## config.mk

```make
export PLATFORM = sky130hd
export DESIGN_NAME = url_tag_value_extractor
export DESIGN_NICKNAME = d
export VERILOG_FILES = /design/src/hdl/uvx_pkg.sv /design/src/hdl/uvx_cmd_fifo.sv /design/src/hdl/uvx_front.sv /design/src/hdl/uvx_back.sv /design/src/hdl/url_tag_value_extractor.sv
export SDC_FILE = /design/constraint.sdc
export NUM_CORES = 1
export LEC_CHECK = 0
export BUFFER_PORTS_ARGS = -buffer_cell sky130_fd_sc_hd__buf_2
export CAP_MARGIN = 20
export CELL_PAD_IN_SITES_DETAIL_PLACEMENT = 1
export CELL_PAD_IN_SITES_GLOBAL_PLACEMENT = 1
export CORE_AREA = 8 8 248 250
export CTS_CLUSTER_DIAMETER = 150
export CTS_CLUSTER_SIZE = 10
export DETAILED_ROUTE_END_ITERATION = 10
export DIE_AREA = 0 0 256 258
export PLACE_DENSITY_LB_ADDON = 0.1
export SETUP_SLACK_MARGIN = 0.05
export SKIP_CTS_REPAIR_TIMING = 1
export SLEW_MARGIN = 40
export SYNTH_ARGS = -nofsm -noshare
export SYNTH_HDL_FRONTEND = slang
export SYNTH_HIERARCHICAL = 1
export SYNTH_SLANG_ARGS = --single-unit
export TNS_END_PERCENT = 100
```

## constraint.sdc

```tcl
create_clock -name clk -period 4.9 [get_ports clk]
set_input_delay 0.245 -clock clk [delete_from_list [all_inputs] [get_ports clk]]
set_output_delay 0.245 -clock clk [all_outputs]
set_load 0.02 [all_outputs]
```

## src/hdl/uvx_pkg.sv

```systemverilog
// Shared types, constants and helper functions for the URL tag value extractor.
package uvx_pkg;

  localparam int MAX_VALUE_BUF = 32;
  localparam int BUF_AW        = $clog2(MAX_VALUE_BUF);
  localparam int LEN_W         = $clog2(MAX_VALUE_BUF + 2);
  localparam int NUM_KEYS      = 3;
  localparam int KEY_MAX_LEN   = 13;
  localparam int POS_W         = 4;
  localparam int CFG_W         = 6;
  localparam int CMDQ_DEPTH    = 2;
  localparam int OUTQ_DEPTH    = 2;

  localparam logic [CFG_W-1:0] MAX_LEN_RESET = CFG_W'(32);
  localparam logic [LEN_W-1:0] RUN_LEN_SAT   = LEN_W'(MAX_VALUE_BUF + 1);

  localparam logic [1:0] KEY_MEDIUM   = 2'd0;
  localparam logic [1:0] KEY_SOURCE   = 2'd1;
  localparam logic [1:0] KEY_CAMPAIGN = 2'd2;
  localparam logic [1:0] KEY_MARK     = 2'd3;

  localparam logic [8*KEY_MAX_LEN-1:0] KEY_STR [NUM_KEYS] = '{
    {16'h0000, "utm_", "medium="}, {16'h0000, "utm_", "source="}, {"utm_", "campaign="}
  };
  localparam logic [POS_W-1:0] KEY_LEN [NUM_KEYS] = '{4'd11, 4'd11, 4'd13};

  typedef logic [1:0]       key_id_t;
  typedef logic [LEN_W-1:0] run_len_t;

  typedef struct packed {
    logic     emit;
    logic     mark;
    key_id_t  key;
    run_len_t len;
    logic     bank;
  } cmd_t;

  typedef struct packed {
    logic              en;
    logic [BUF_AW:0]   addr;
    logic [7:0]        data;
  } buf_wr_t;

  typedef struct packed {
    logic valid;
    logic bank;
  } bank_rel_t;

  function automatic logic [7:0] key_char(input int k, input logic [POS_W-1:0] i);
    int sh;
    sh = 8 * (int'(KEY_LEN[k]) - 1 - int'(i));
    if (sh < 0) return 8'h00;
    return KEY_STR[k][sh +: 8];
  endfunction

  // Longest key prefix that ends with the new byte. The two-byte start of every
  // key occurs only at its head, so at most a fallback to one or two bytes exists.
  function automatic logic [POS_W-1:0] next_match(input int k, input logic [POS_W-1:0] pos,
                                                  input logic [7:0] c);
    if (c == key_char(k, pos)) return pos + 1'b1;
    if (pos >= POS_W'(2) && c == key_char(k, POS_W'(1)) &&
        key_char(k, pos - 1'b1) == key_char(k, POS_W'(0))) return POS_W'(2);
    if (c == key_char(k, POS_W'(0))) return POS_W'(1);
    return '0;
  endfunction

  function automatic logic is_value_byte(input logic [7:0] c);
    return (c >= "0" && c <= "9") || (c >= "a" && c <= "z") || (c >= "A" && c <= "Z") ||
           c == "_" || c == "-" || c == "." || c == " ";
  endfunction

  function automatic logic [7:0] to_lower(input logic [7:0] c);
    if (c >= "A" && c <= "Z") return c + 8'd32;
    return c;
  endfunction

endpackage

```

## src/hdl/uvx_cmd_fifo.sv

```systemverilog
// Two-entry command queue between the front and back parts.
module uvx_cmd_fifo (
  input  logic          clk,
  input  logic          rst,
  input  logic          wr,
  input  uvx_pkg::cmd_t wr_cmd,
  output logic          full,
  input  logic          rd,
  output uvx_pkg::cmd_t rd_cmd,
  output logic          empty
);
  import uvx_pkg::*;

  localparam int AW = $clog2(CMDQ_DEPTH);

  cmd_t          slots [CMDQ_DEPTH];
  logic [AW-1:0] wr_ptr;
  logic [AW-1:0] rd_ptr;
  logic [AW:0]   count;

  assign full   = (count == (AW + 1)'(CMDQ_DEPTH));
  assign empty  = (count == '0);
  assign rd_cmd = slots[rd_ptr];

  always_ff @(posedge clk) begin
    if (rst) begin
      wr_ptr <= '0;
      rd_ptr <= '0;
      count  <= '0;
    end else begin
      if (wr && !full) begin
        slots[wr_ptr] <= wr_cmd;
        wr_ptr        <= (wr_ptr == AW'(CMDQ_DEPTH - 1)) ? '0 : wr_ptr + 1'b1;
      end
      if (rd && !empty) begin
        rd_ptr <= (rd_ptr == AW'(CMDQ_DEPTH - 1)) ? '0 : rd_ptr + 1'b1;
      end
      count <= count + (AW + 1)'(wr && !full) - (AW + 1)'(rd && !empty);
    end
  end

endmodule

```

## src/hdl/uvx_front.sv

```systemverilog
// Front part: key matching, run capture into the buffer banks and command issue.
module uvx_front (
  input  logic                              clk,
  input  logic                              rst,
  input  logic                              push,
  output logic                              full,
  input  logic [7:0]                        char_in,
  input  logic                              end_of_string,
  input  logic                              cfg_we,
  input  logic [uvx_pkg::CFG_W-1:0]         cfg_wdata,
  output uvx_pkg::cmd_t                     cmd,
  output logic                              cmd_push,
  input  logic                              cmd_full,
  output uvx_pkg::buf_wr_t                  buf_wr,
  input  uvx_pkg::bank_rel_t                bank_rel,
  output logic [1:0]                        bank_busy
);
  import uvx_pkg::*;

  logic [CFG_W-1:0] max_value_len;
  logic [POS_W-1:0] match_pos [NUM_KEYS];
  logic [NUM_KEYS-1:0] key_found;
  logic             capturing;
  key_id_t          capture_key;
  run_len_t         capture_length;
  logic             bank;

  logic [POS_W-1:0]    pos_next [NUM_KEYS];
  logic [POS_W-1:0]    np [NUM_KEYS];
  logic [NUM_KEYS-1:0] found_next;
  logic                capturing_next;
  key_id_t             capture_key_next;
  run_len_t            capture_length_next;
  logic [1:0]          bank_busy_next;
  logic                accept;
  logic                valid_c;
  logic                emit_end;
  logic                emit_eos;

  function automatic logic run_fits(input run_len_t len, input logic [CFG_W-1:0] lim);
    return len != '0 && int'(len) <= int'(lim) && int'(len) <= MAX_VALUE_BUF;
  endfunction

  assign full   = cmd_full || bank_busy[bank];
  assign accept = push && !full;

  always_comb begin
    valid_c             = is_value_byte(char_in);
    capturing_next      = capturing;
    capture_key_next    = capture_key;
    capture_length_next = capture_length;
    emit_end            = 1'b0;
    if (capturing && valid_c) begin
      if (capture_length < RUN_LEN_SAT) capture_length_next = capture_length + 1'b1;
    end
    if (capturing && !valid_c) begin
      emit_end            = run_fits(capture_length, max_value_len);
      capturing_next      = 1'b0;
      capture_length_next = '0;
    end
    for (int k = 0; k < NUM_KEYS; k++) begin
      np[k]         = next_match(k, match_pos[k], char_in);
      pos_next[k]   = match_pos[k];
      found_next[k] = key_found[k];
      if (!key_found[k]) begin
        if (np[k] >= KEY_LEN[k]) begin
          found_next[k]       = 1'b1;
          pos_next[k]         = '0;
          capturing_next      = 1'b1;
          capture_key_next    = key_id_t'(k);
          capture_length_next = '0;
        end else begin
          pos_next[k] = np[k];
        end
      end
    end
    emit_eos = end_of_string && capturing_next && run_fits(capture_length_next, max_value_len);

    cmd.emit = emit_end || emit_eos;
    cmd.mark = end_of_string;
    cmd.key  = emit_end ? capture_key : capture_key_next;
    cmd.len  = emit_end ? capture_length : capture_length_next;
    cmd.bank = bank;
    cmd_push = accept && (cmd.emit || cmd.mark);

    buf_wr.en   = accept && capturing && valid_c && int'(capture_length) < MAX_VALUE_BUF;
    buf_wr.addr = {bank, capture_length[BUF_AW-1:0]};
    buf_wr.data = char_in;

    bank_busy_next = bank_busy;
    if (bank_rel.valid) bank_busy_next[bank_rel.bank] = 1'b0;
    if (accept && cmd.emit) bank_busy_next[bank] = 1'b1;

    if (end_of_string) begin
      for (int k = 0; k < NUM_KEYS; k++) pos_next[k] = '0;
      found_next          = '0;
      capturing_next      = 1'b0;
      capture_key_next    = '0;
      capture_length_next = '0;
    end
  end

  always_ff @(posedge clk) begin
    if (rst) begin
      max_value_len  <= MAX_LEN_RESET;
      for (int k = 0; k < NUM_KEYS; k++) match_pos[k] <= '0;
      key_found      <= '0;
      capturing      <= 1'b0;
      capture_key    <= '0;
      capture_length <= '0;
      bank           <= 1'b0;
      bank_busy      <= '0;
    end else begin
      if (cfg_we) max_value_len <= cfg_wdata;
      if (accept) begin
        for (int k = 0; k < NUM_KEYS; k++) match_pos[k] <= pos_next[k];
        key_found      <= found_next;
        capturing      <= capturing_next;
        capture_key    <= capture_key_next;
        capture_length <= capture_length_next;
        if (cmd.emit) bank <= !bank;
      end
      bank_busy <= bank_busy_next;
    end
  end

endmodule

```

## src/hdl/uvx_back.sv

```systemverilog
// Back part: value buffer memory, emit sequencer and result queue.
module uvx_back (
  input  logic                clk,
  input  logic                rst,
  input  uvx_pkg::buf_wr_t    buf_wr,
  input  uvx_pkg::cmd_t       cmd_head,
  input  logic                cmd_empty,
  output logic                cmd_pop,
  output uvx_pkg::bank_rel_t  bank_rel,
  output logic                empty,
  input  logic                pop,
  output logic [1:0]          key_id,
  output logic [7:0]          value_char,
  output logic                last_of_value
);
  import uvx_pkg::*;

  localparam logic [1:0] S_IDLE = 2'd0;
  localparam logic [1:0] S_DATA = 2'd1;
  localparam logic [1:0] S_MARK = 2'd2;
  localparam int OAW = $clog2(OUTQ_DEPTH);

  typedef struct packed {
    key_id_t    key;
    logic [7:0] value;
    logic       last;
  } out_t;

  logic [7:0]      buf_mem [2*MAX_VALUE_BUF];
  logic [7:0]      mem_q;
  logic [1:0]      state;
  cmd_t            cur;
  logic [BUF_AW-1:0] idx;
  logic            rd_valid;
  logic            rd_mark;
  key_id_t         rd_key;
  logic            rd_last;
  out_t            outq [OUTQ_DEPTH];
  logic [OAW-1:0]  outq_wr;
  logic [OAW-1:0]  outq_rd;
  logic [OAW:0]    outq_cnt;
  logic            credit;
  logic            run_last;
  logic            issue;
  logic            do_pop;
  out_t            outq_in;

  always_comb begin
    credit   = (int'(outq_cnt) + int'(rd_valid)) < OUTQ_DEPTH;
    run_last = (LEN_W'(idx) + 1'b1) == cur.len;
    issue    = credit && (state == S_DATA || state == S_MARK);
    cmd_pop  = (state == S_IDLE) && !cmd_empty;
    bank_rel.valid = (state == S_DATA) && credit && run_last;
    bank_rel.bank  = cur.bank;
    do_pop   = pop && !empty;
    outq_in.key   = rd_mark ? KEY_MARK : rd_key;
    outq_in.value = rd_mark ? 8'h00 : to_lower(mem_q);
    outq_in.last  = rd_last;
    empty         = (outq_cnt == '0);
    key_id        = outq[outq_rd].key;
    value_char    = outq[outq_rd].value;
    last_of_value = outq[outq_rd].last;
  end

  always_ff @(posedge clk) begin
    if (buf_wr.en) buf_mem[buf_wr.addr] <= buf_wr.data;
    if (issue && state == S_DATA) mem_q <= buf_mem[{cur.bank, idx}];
  end

  always_ff @(posedge clk) begin
    if (rst) begin
      state    <= S_IDLE;
      rd_valid <= 1'b0;
      outq_wr  <= '0;
      outq_rd  <= '0;
      outq_cnt <= '0;
    end else begin
      unique case (state)
        S_IDLE: begin
          if (!cmd_empty) begin
            cur   <= cmd_head;
            idx   <= '0;
            state <= cmd_head.emit ? S_DATA : S_MARK;
          end
        end
        S_DATA: begin
          if (credit) begin
            if (run_last) state <= cur.mark ? S_MARK : S_IDLE;
            else idx <= idx + 1'b1;
          end
        end
        S_MARK: begin
          if (credit) state <= S_IDLE;
        end
        default: state <= S_IDLE;
      endcase
      rd_valid <= issue;
      rd_mark  <= state == S_MARK;
      rd_key   <= cur.key;
      rd_last  <= (state == S_MARK) || run_last;
      if (rd_valid) begin
        outq[outq_wr] <= outq_in;
        outq_wr       <= (outq_wr == OAW'(OUTQ_DEPTH - 1)) ? '0 : outq_wr + 1'b1;
      end
      if (do_pop) outq_rd <= (outq_rd == OAW'(OUTQ_DEPTH - 1)) ? '0 : outq_rd + 1'b1;
      outq_cnt <= outq_cnt + (OAW + 1)'(rd_valid) - (OAW + 1)'(do_pop);
    end
  end

endmodule

```

## src/hdl/url_tag_value_extractor.sv

```systemverilog
// Top level of the URL tag value extractor.
// One input item is one byte of a decoded query string. The front part matches the
// three utm keys and writes the value that follows into one of two 32-byte buffer
// banks; a two-entry command queue hands finished values and end markers to the
// back part, which reads the buffer memory through its one read port and delivers
// the result bytes while its result queue has room. The front stalls (full high)
// while the command queue is full or while the bank it would write still holds a
// value not yet read out.
module url_tag_value_extractor (
  input  logic                      clk,
  input  logic                      rst,
  input  logic                      push,
  output logic                      full,
  input  logic [7:0]                char_in,
  input  logic                      end_of_string,
  output logic                      empty,
  input  logic                      pop,
  output logic [1:0]                key_id,
  output logic [7:0]                value_char,
  output logic                      last_of_value,
  input  logic                      cfg_we,
  input  logic [uvx_pkg::CFG_W-1:0] cfg_wdata
);
  import uvx_pkg::*;

  cmd_t      cmd;
  cmd_t      cmd_head;
  logic      cmd_push;
  logic      cmd_full;
  logic      cmd_pop;
  logic      cmd_empty;
  buf_wr_t   buf_wr;
  bank_rel_t bank_rel;
  logic [1:0] bank_busy;

  uvx_front u_front (
    .clk           (clk),
    .rst           (rst),
    .push          (push),
    .full          (full),
    .char_in       (char_in),
    .end_of_string (end_of_string),
    .cfg_we        (cfg_we),
    .cfg_wdata     (cfg_wdata),
    .cmd           (cmd),
    .cmd_push      (cmd_push),
    .cmd_full      (cmd_full),
    .buf_wr        (buf_wr),
    .bank_rel      (bank_rel),
    .bank_busy     (bank_busy)
  );

  uvx_cmd_fifo u_cmd_fifo (
    .clk    (clk),
    .rst    (rst),
    .wr     (cmd_push),
    .wr_cmd (cmd),
    .full   (cmd_full),
    .rd     (cmd_pop),
    .rd_cmd (cmd_head),
    .empty  (cmd_empty)
  );

  uvx_back u_back (
    .clk           (clk),
    .rst           (rst),
    .buf_wr        (buf_wr),
    .cmd_head      (cmd_head),
    .cmd_empty     (cmd_empty),
    .cmd_pop       (cmd_pop),
    .bank_rel      (bank_rel),
    .empty         (empty),
    .pop           (pop),
    .key_id        (key_id),
    .value_char    (value_char),
    .last_of_value (last_of_value)
  );

  a_cmd_push_space: assert property (@(posedge clk) disable iff (rst)
    cmd_push |-> !cmd_full) else $error("command pushed into a full queue");

  a_cmd_pop_data: assert property (@(posedge clk) disable iff (rst)
    cmd_pop |-> !cmd_empty) else $error("command popped from an empty queue");

  a_release_busy: assert property (@(posedge clk) disable iff (rst)
    bank_rel.valid |-> bank_busy[bank_rel.bank]) else $error("release of an idle bank");

  a_marker_form: assert property (@(posedge clk) disable iff (rst)
    (!empty && key_id == KEY_MARK) |-> (value_char == 8'h00 && last_of_value))
    else $error("malformed end marker item");

endmodule
```

# After elaboration in Yosys (flattened, before gate mapping)

Memory sizes are Yosys's and may differ from the RTL's. A register that Yosys moved wholly into a read port is not among the register bits.
Index checks and enable logic that the tools add are counted.

Register bits: 51
Bits in latches: 0
RAM bits: 568
Bits in read-only memories: 0
Input port bits: 20
Output and inout port bits: 13
Logic and storage cells: 327
Memories kept: 4

Memory list:

| memory            | words | bits a word | rd ports | clocked after Yosys merged registers in | write ports | RTL line           | RTL |
|---|---|---|---|---|---|---|---|
| u_back.buf_mem    | 64    | 8           | 1        | 1                                       | 1           | uvx_back.sv:29     | `logic [7:0] buf_mem [2*MAX_VALUE_BUF];` |
| u_back.outq       | 2     | 11          | 1        | 1                                       | 1           | uvx_back.sv:38     | `out_t outq [OUTQ_DEPTH];` |
| u_cmd_fifo.slots  | 2     | 11          | 1        | 1                                       | 1           | uvx_cmd_fifo.sv:16 | `cmd_t slots [CMDQ_DEPTH];` |
| u_front.match_pos | 3     | 4           | 3        | 0                                       | 3           | uvx_front.sv:21    | `logic [POS_W-1:0] match_pos [NUM_KEYS];` |

Add/subtract/negate cells: 25
Multiply operators: 0
Div/mod/pow operators: 0
Magnitude comparators: 31
Eq/ne operators: 21
Shift-type cells: 6
Multiplexer cells: 148
Bitwise logic cells: 8
Reductions and logical operators: 61

Operators by type and width:

| operator                  | count |
|---|---|
| $shiftx 104x32->8 const A | 6 |
| $lt 32x1->1 const B       | 6 |
| $mux 8                    | 18 |
| $mux 4                    | 27 |
| $mux 1                    | 66 |
| $mux 6                    | 11 |
| $eq 8x7->1 const B        | 6 |
| $logic_and 1x1->1         | 34 |
| $mux 2                    | 17 |
| $lt 32x3->1 const B       | 1 |
| $sub 4x4->5 const A       | 6 |
| $eq 8x6->1 const B        | 3 |
| $eq 8x8->1                | 3 |
| $ge 8x7->1 const B        | 3 |
| $le 8x7->1 const B        | 3 |
| $mux 5                    | 3 |
| $add 4x1->4 const B       | 3 |
| $ge 4x2->1 const B        | 3 |
| $ge 4x4->1 const B        | 3 |
| $le 6x6->1                | 2 |
| $le 6x6->1 const B        | 2 |
| $lt 6x6->1 const B        | 2 |
| $mux 12                   | 1 |
| $reduce_bool 6->1         | 2 |
| 35 further kinds          | 69 |

# Logic depth before layout (Yosys ltp)

Gate-level depths: netlist of the first run.
An unclocked memory read counts as a cell.

Depth after elaboration: 37
Depth in mapped cells: 23
Depth with buffers taken out: 19

# Cells and area by module

Netlist of the first run, hierarchy kept.

By module, submodules not included:

| module       | times used | cells each | area each (µm²) | seq. area each (µm²) |
|---|---|---|---|---|
| uvx_back     | 1          | 1,233      | 22,569.1        | 17,006.3 |
| uvx_front    | 1          | 577        | 4,301.6         | 780.7 |
| uvx_cmd_fifo | 1          | 64         | 1,051.0         | 760.7 |

# Worst setup path before layout of the first run

OpenSTA, ideal clock, no wires.

Path type: register to register
From: memory u_front.match_pos[1][1] (netlist: u_front/match_pos[0][5])
To: register u_front.bank
Library setup time: 0.120 ns
Data arrival time: 4.656 ns
Required time: 4.780 ns
Path slack: 0.124 ns
Stages on the path, launching flop included: 22
Path buffers: 3
Clock period less this slack: 4.776 ns
Path through: edfxtp_1 -> clkbuf_1 -> inv_1 -> ha_1 -> buf_1 -> nor4bb_1 -> a311oi_1 -> o21ai_2 -> xnor2_1 -> or4_4 -> o32a_2 -> o211ai_4 -> buf_6 -> nor2_1 -> ha_1 -> a21o_1 -> a21oi_1 -> o21ai_0 -> o211ai_1 -> nand4b_1 -> o311a_1 -> a211o_1

RTL lines:

| what                 | RTL line         | RTL |
|---|---|---|
| start, declared      | uvx_front.sv:21  |  |
| end signal, assigned | uvx_front.sv:121 | `if (cmd.emit) bank <= !bank;` |
| end, declared        | uvx_front.sv:26  | `logic bank;` |

==> results of run 1 <==
-- cell usage in the layout, fill, tap and decap left out, drive strengths merged, types with 53 or more instances in the layout --
master	count
a21oi	60
a22oi	53
buf	146
clkbuf	88
edfxtp	595
mux2	57
mux2i	114
mux4	58
nand2	71
nor2	139
-- per-stage QoR --
step                area (µm²)  hold WS, ns
global placement         29200        0.431
floorplan                27900        0.371
global route             31300       0.0302
finish                   31300       0.0322
CTS                      31100       -0.162
detailed placement       29200        0.440
-- path summary, 6_finish.rpt --
path	from	end	slack, ns
worst max-delay path	u_front/match_pos[0][5]$_SDFFCE_PP0P_	u_front/bank$_SDFFE_PP0P_	0.28
worst min-delay path	cfg_we	u_front/max_value_len[0]$_SDFFE_PP0P_	0.03
worst max register to register	u_front/match_pos[0][5]$_SDFFCE_PP0P_	u_front/bank$_SDFFE_PP0P_	0.28
worst min register to register	u_back/cur[8]$_DFFE_PP_	u_back/rd_key[1]$_DFFE_PN_	0.45
-- sequential cells by signal, indices dropped and copies added, names as in the netlist, 5 cells and up, named ones only --
name	flops
u_back/buf_mem	512
u_back/cur	9
u_back/idx	5
u_back/mem_q	8
u_back/outq	22
u_cmd_fifo/slots	22
u_front/capture_length	6
u_front/match_pos	12
u_front/max_value_len	6
-- power breakdown --
part | total [mW] | switching (mW) | internal [mW]
registers | 6.20 | 0.138 | 6.07
logic | 3.65 | 2.20 | 1.45
clock network | 4.68 | 1.99 | 2.70
total | 14.5 | 4.32 | 10.2
-- final cells by class --
class                   instances  area share
clock buffers                  88      0.0609
clock inverters                 3     0.00108
inverters                      36     0.00432
multi-input cells            1077       0.274
flip-flops and latches        629       0.593
well taps                     765      0.0306
repair buffers                154      0.0364
-- cells by family (layout without fill, tap and decap cells) --
kind of cell / after synthesis / count (layout) / share of synthesized area
AO/OA/AOI/OAI: 306 / 306 / 0.0773
AND/OR/NAND/NOR: 458 / 458 / 0.0852
buffers and inverters: 168 / 281 / 0.0314
adder cells (fa/ha/maj): 34 / 34 / 0.0152
XOR/XNOR: 50 / 50 / 0.0157
flip-flops: 629 / 629 / 0.664
multiplexers: 229 / 229 / 0.111
-- critical path, delay by kind of cell, from the launching register on --
kind	cells	cell delay (ns)
flops	1	0.45
fa+ha+maj	2	0.65
xor+xnor	1	0.15
simple gates	4	1.28
compound gates	10	1.99
-- layer usage --
layer | wire length, µm | share of wire
met5 | 0 | 0
met4 | 1740 | 0.024
met2 | 36900 | 0.51
met1 | 30500 | 0.42
met3 | 2970 | 0.041
==> flow_metrics.py, run 1 <==
metrics = {
    "worst_setup_path": {
        "cpPeakStageDelay_ns": 0.54,
        "slowest_stage": "or4_4",
        "path_cells": "ha_1, or3b_1, o32ai_1, a21oi_1, xnor2_1, or4_4, o32a_2, o211ai_4, nor2_1, ha_1, a21o_1, a21oi_1, o21ai_0, o211ai_1, nand4b_1, o311a_1, a211o_1",
        "cp_max_fo": 11,
        "required_ns": 5.39,
        "cp-start-kind": "flip-flop",
        "cp-end-kind": "flip-flop",
        "rr_worst_depth": 17,
        "crit_type": "flip-flop to flip-flop",
        "cp.arrival_ns": 5.11,
    },
    "drt": {
        "drt_iter0_markers": 1201,
        "viasPerCell": 5.99,
        "totalWireLength_um": 72200,
        "wl_per_cell_um": 26.2,
        "drcViolationCount": 0,
        "dr.pass1.iters": 5,
        "drtAntennaViolNets": 0,
        "dr_total_vias": 16500,
    },
    "clock_tree": {
        "cts_made_buffers": 72,
        "clock_latency_ns": 0.60,
        "path_clk_slew_ns": 0.06,
        "clock-sinks": 629,
        "cts-root-buf": "clkbuf_16",
        "clk_path_buf_depth": 3,
        "cts_tree": "yes",
        "cts.htree.levels": 3,
    },
    "power": {
        "irDropWorstVdd_v": 0.000331,
        "p_total_mw": 14.5,
        "leakage_nw": 10.5,
        "p_per_area_nw_per_um2": 465,
    },
    "grt": {
        "grt_start_max_net_pins": 61,
        "first_global_vias": 17400,
        "grtUsageMet2": 0.379,
        "busiest_layer": "met2",
        "grt_util_met3": 0.0310,
        "use_met1": 0.276,
        "grt_pass1_wl_um": 109000,
        "grt_use_total": 0.216,
        "antenna_found_initial": 0,
        "grt_overflow": 0,
    },
    "place": {
        "pre_cts_ws_ns": 0.0758,
        "dpl.cell_count": 2649,
        "place.gp.congestion": 0.821,
        "portBuffers": 32,
        "dp_hpwl_um": 48000,
    },
    "floorplanning": {
        "core_um2": 57400,
        "core.rowCount": 88,
        "die_h_um": 258,
        "dieArea_um2": 66000,
        "initial_core_util": 0.487,
        "ios": 33,
        "die_w_um": 256,
    },
    "yosys": {
        "synth_nets": 1928,
        "synth.most_common_cell": "edfxtp_1",
        "synth_commonest_cells": "edfxtp_1, nor2_1, mux2i_1, nand2_1, a21oi_1",
        "synth_cell_type_count": 92,
        "async_reset_ff_frac": 0,
        "avgSynthCellArea_um2": 14.9,
        "synth_area_leaders": "edfxtp_1, mux4_2, mux2i_1, dfxtp_1, mux2_2",
        "yosys.area.top_type": "edfxtp_1",
        "ys.flop_type": "edfxtp_1",
        "ys_warn_count": 6,
        "yosys_register_bits": 629,
        "ys_seq_area_frac": 0.664,
        "synth_top_area_frac": 0.640,
        "syn_area_um2": 27900,
        "synth_edf_count": 595,
        "netlist_instances": 1874,
    },
    "timing": {
        "finalHoldViolCount": 0,
        "rsz0062_at_grt": "no",
        "worst_slack_ns": 0.280,
        "timing.final.max_slew_violations": 0,
        "maxSlewHeadroom": 0.405,
        "tightest_slew_ns": 0.885,
        "min_period_ns": 4.62,
        "fmax_mhz": 216,
        "setup_violations": 0,
        "setup_tns_ns": 0,
        "min_period_over_period": 0.943,
        "skew_ns": 0.0224,
    },
    "hold_path": {
        "min_path_type": "input pin to flip-flop",
        "min_path_cells": 3,
    },
    "layout": {
        "stdcell_count": 2752,
        "syn_to_final_growth_pct": 12.0,
        "ff_latch_area_um2": 18500,
        "drive_above_1_share": 0.191,
        "finalNetCount": 2024,
        "final_util": 0.545,
        "n_antenna_cell": 0,
        "multiInputGateArea_um2": 8560,
        "fillers": 5435,
    },
    "outcome": {
        "status": "complete, no violations",
    },
    "flow_run": {
        "drv_cap": 0,
    },
}
Note: power is estimated with default switching activity, not from simulation.
==> run 2: changes to the inputs <==
CORE_AREA = 8 8 246 248   (was 8 8 248 250)
DIE_AREA = 0 0 254 256   (was 0 0 256 258)
SYNTH_HIERARCHICAL = default   (was 1)
==> run 2 against run 1 <==
Net effect:
- clock power about the same
- sequential share of layout area grew 0.32 points
- register-to-register slack got worse by 0.02 ns
- non-clock buffer count is 11 lower
- area after synthesis shrank 1.5%
- global-route usage fell by 0.81 points
- synthesized cell count fell by 13%
- clock-buffer cell count down 2
- sequential power about the same
- die area down 1.6%
- wire length decreased by 6.5%
- worst setup slack worse by 0.024 ns
==> flow_metrics.py, run 2 <==
metrics = {
    "outcome": {
        "status": "complete, no violations",
    },
    "place": {
        "pre_cts_ws_ns": 0.00908,
        "portBuffers": 32,
        "dpl.cell_count": 2422,
        "dp_hpwl_um": 43400,
        "place.gp.congestion": 0.840,
        "placed_area_um2": 29000,
    },
    "yosys": {
        "ys_warn_count": 0,
        "yosys.area.top_type": "edfxtp_1",
        "netlist_instances": 1625,
        "synth.most_common_cell": "edfxtp_1",
        "syn_area_um2": 27500,
        "synth_cell_type_count": 91,
        "synth_top_area_frac": 0.650,
        "synth_nets": 1683,
        "async_reset_ff_frac": 0,
        "ys_seq_area_frac": 0.675,
        "yosys_register_bits": 629,
        "synth_edf_count": 595,
        "synth_commonest_cells": "edfxtp_1, mux4_2, nor2_1, nand2_1, clkbuf_1",
        "avgSynthCellArea_um2": 16.9,
        "synth_area_leaders": "edfxtp_1, mux4_2, dfxtp_1, nor2_1, ha_1",
        "ys.flop_type": "edfxtp_1",
    },
    "power": {
        "clkPwrFrac": 0.338,
        "swShare": 0.267,
        "leakage_nw": 10.1,
        "power_frac_comb": 0.215,
        "irDropWorstVdd_v": 0.000247,
        "switching_power_mw": 3.72,
        "pwr-share-seq": 0.448,
        "p_int_mw": 10.2,
        "p_per_area_nw_per_um2": 447,
    },
    "worst_setup_path": {
        "cp-end-kind": "flip-flop",
        "cp.arrival_ns": 5.14,
        "required_ns": 5.40,
        "cp-start-kind": "flip-flop",
        "cp_max_fo": 13,
        "crit_type": "flip-flop to flip-flop",
    },
    "floorplanning": {
        "core_um2": 56800,
        "core.rowCount": 88,
        "ios": 33,
        "die_h_um": 256,
        "dieArea_um2": 65000,
        "die_w_um": 254,
        "initial_core_util": 0.484,
    },
    "layout": {
        "largest-register": "u_back.buf_mem",
        "largest_reg_flops": 512,
        "multiInputGateArea_um2": 8410,
        "postLayoutCellArea_um2": 31100,
        "final_util": 0.548,
        "fillers": 5237,
        "n_antenna_cell": 0,
        "layout_commonest_cell": "edfxtp_1",
        "top_regs": "u_back.buf_mem (512), u_back.outq (22), u_cmd_fifo.slots (22)",
        "final_cell_mix": "edfxtp_1, mux4_2, nor2_1",
        "syn_to_final_growth_pct": 13.1,
        "finalNetCount": 1803,
        "ff_latch_area_um2": 18500,
        "stdcell_count": 2524,
        "drive_above_1_share": 0.260,
    },
    "grt": {
        "grt_overflow": 0,
        "grt_use_total": 0.207,
        "grt_start_max_net_pins": 131,
        "grt_pass1_wl_um": 101000,
        "first_global_vias": 15800,
        "antenna_found_initial": 1,
    },
    "timing": {
        "min_period_ns": 4.64,
        "timing.final.max_slew_violations": 0,
        "timing.hold.ws_ns": 0.00318,
        "skew_ns": 0.0165,
        "setup_violations": 0,
        "rsz0062_at_grt": "no",
        "finalHoldViolCount": 0,
        "maxSlewHeadroom": 0.436,
        "fmax_mhz": 215,
        "tightest_slew_ns": 0.842,
        "worst_slack_ns": 0.256,
        "min_period_over_period": 0.948,
    },
    "drt": {
        "dr_total_vias": 15100,
        "viasPerCell": 5.99,
        "drtAntennaViolNets": 0,
        "dr.pass1.iters": 5,
        "wl_per_cell_um": 26.8,
        "drcViolationCount": 0,
        "drt_iter0_markers": 1310,
        "totalWireLength_um": 67500,
    },
    "clock_tree": {
        "clock_latency_ns": 0.60,
        "clk_path_buf_depth": 3,
        "cts-root-buf": "clkbuf_16",
        "path_clk_slew_ns": 0.07,
        "cts.htree.levels": 3,
        "cts_tree": "yes",
        "cts_made_buffers": 72,
        "clock-sinks": 629,
    },
    "hold_path": {
        "min_path_type": "input pin to flip-flop",
    },
    "flow_run": {
        "drv_cap": 0,
    },
}
run 2: metal layers:
metal | vias to the layer above | part of all wire | global-route usage
li1 | 6680 | - | -
met1 | 7917 | 0.43 | 0.283
met2 | 394 | 0.47 | 0.324
met3 | 131 | 0.066 | 0.0491
met4 | 2 | 0.034 | 0.0771
met5 | - | 0.00015 | 0
run 2: path summary, 6_finish.rpt:
kind              slack [ns]                             startpoint  cells past startpoint                                    end
setup / recovery        0.26  u_front.match_pos[0][9]$_SDFFCE_PP0P_                     20        u_front.bank_busy[1]$_SDFF_PP0_
hold / removal         0.003                                 cfg_we                      2  u_front.max_value_len[5]$_SDFFE_PP1P_
setup reg to reg        0.26  u_front.match_pos[0][9]$_SDFFCE_PP0P_                     20        u_front.bank_busy[1]$_SDFF_PP0_
hold reg to reg         0.45                u_back.cur[8]$_DFFE_PP_                      0             u_back.rd_key[1]$_DFFE_PN_
run 2: cell type report:
| cell class | count | share of cell area |
|---|---|---|
| Clock buffer | 86 | 0.0617 |
| Multi-Input combinational cell | 853 | 0.270 |
| Tap cell | 765 | 0.0308 |
| Sequential cell | 629 | 0.596 |
| Inverter | 46 | 0.00555 |
| Timing Repair Buffer | 143 | 0.0345 |
| Clock inverter | 2 | 0.000925 |
run 2: cell families (layout without fill, tap and decap cells):
kind of cell | count (synthesis) | in the layout | synth area share
AO/OA/AOI/OAI | 202 | 202 | 0.0522
buffers and inverters | 143 | 277 | 0.0230
adder cells (fa/ha/maj) | 38 | 38 | 0.0173
flip-flops | 629 | 629 | 0.675
multiplexers | 198 | 198 | 0.149
AND/OR/NAND/NOR | 368 | 368 | 0.0683
XOR/XNOR | 47 | 47 | 0.0152
run 2: power groups by stage:
stage          Clock (mW)  Combinational (mW)  Sequential [mW]
3_5_place_dp            0                2.99             6.34
6_report             4.70                2.99             6.23
2_1_floorplan           0                2.10             6.24
5_1_grt              4.95                3.20             6.25
4_1_cts              4.80                3.00             6.24
3_3_place_gp            0                2.93             6.35
run 2: worst max-delay path, stage by stage, from the launching register on:
cell      delay (ns)
edfxtp_1        0.42
inv_2           0.15
ha_1            0.28
or4bb_1         0.51
o211ai_1        0.11
a311oi_1        0.08
nand4b_1        0.25
a311o_1         0.42
nor3_4          0.29
buf_4           0.17
nor4_4          0.04
buf_6           0.15
o21a_1          0.11
ha_1            0.29
o21a_1          0.12
o21a_1          0.17
o21ai_0         0.19
a21oi_1         0.08
and4bb_2        0.33
a21oi_1         0.11
o32ai_1         0.26
run 2: stage by stage:
step                      TNS, ns  power (mW)
after global placement          0        9.28
after CTS                 -0.0414        14.0
after floorplan                 0        8.34
final                           0        13.9
after global routing            0        14.4
after detailed placement        0        9.34
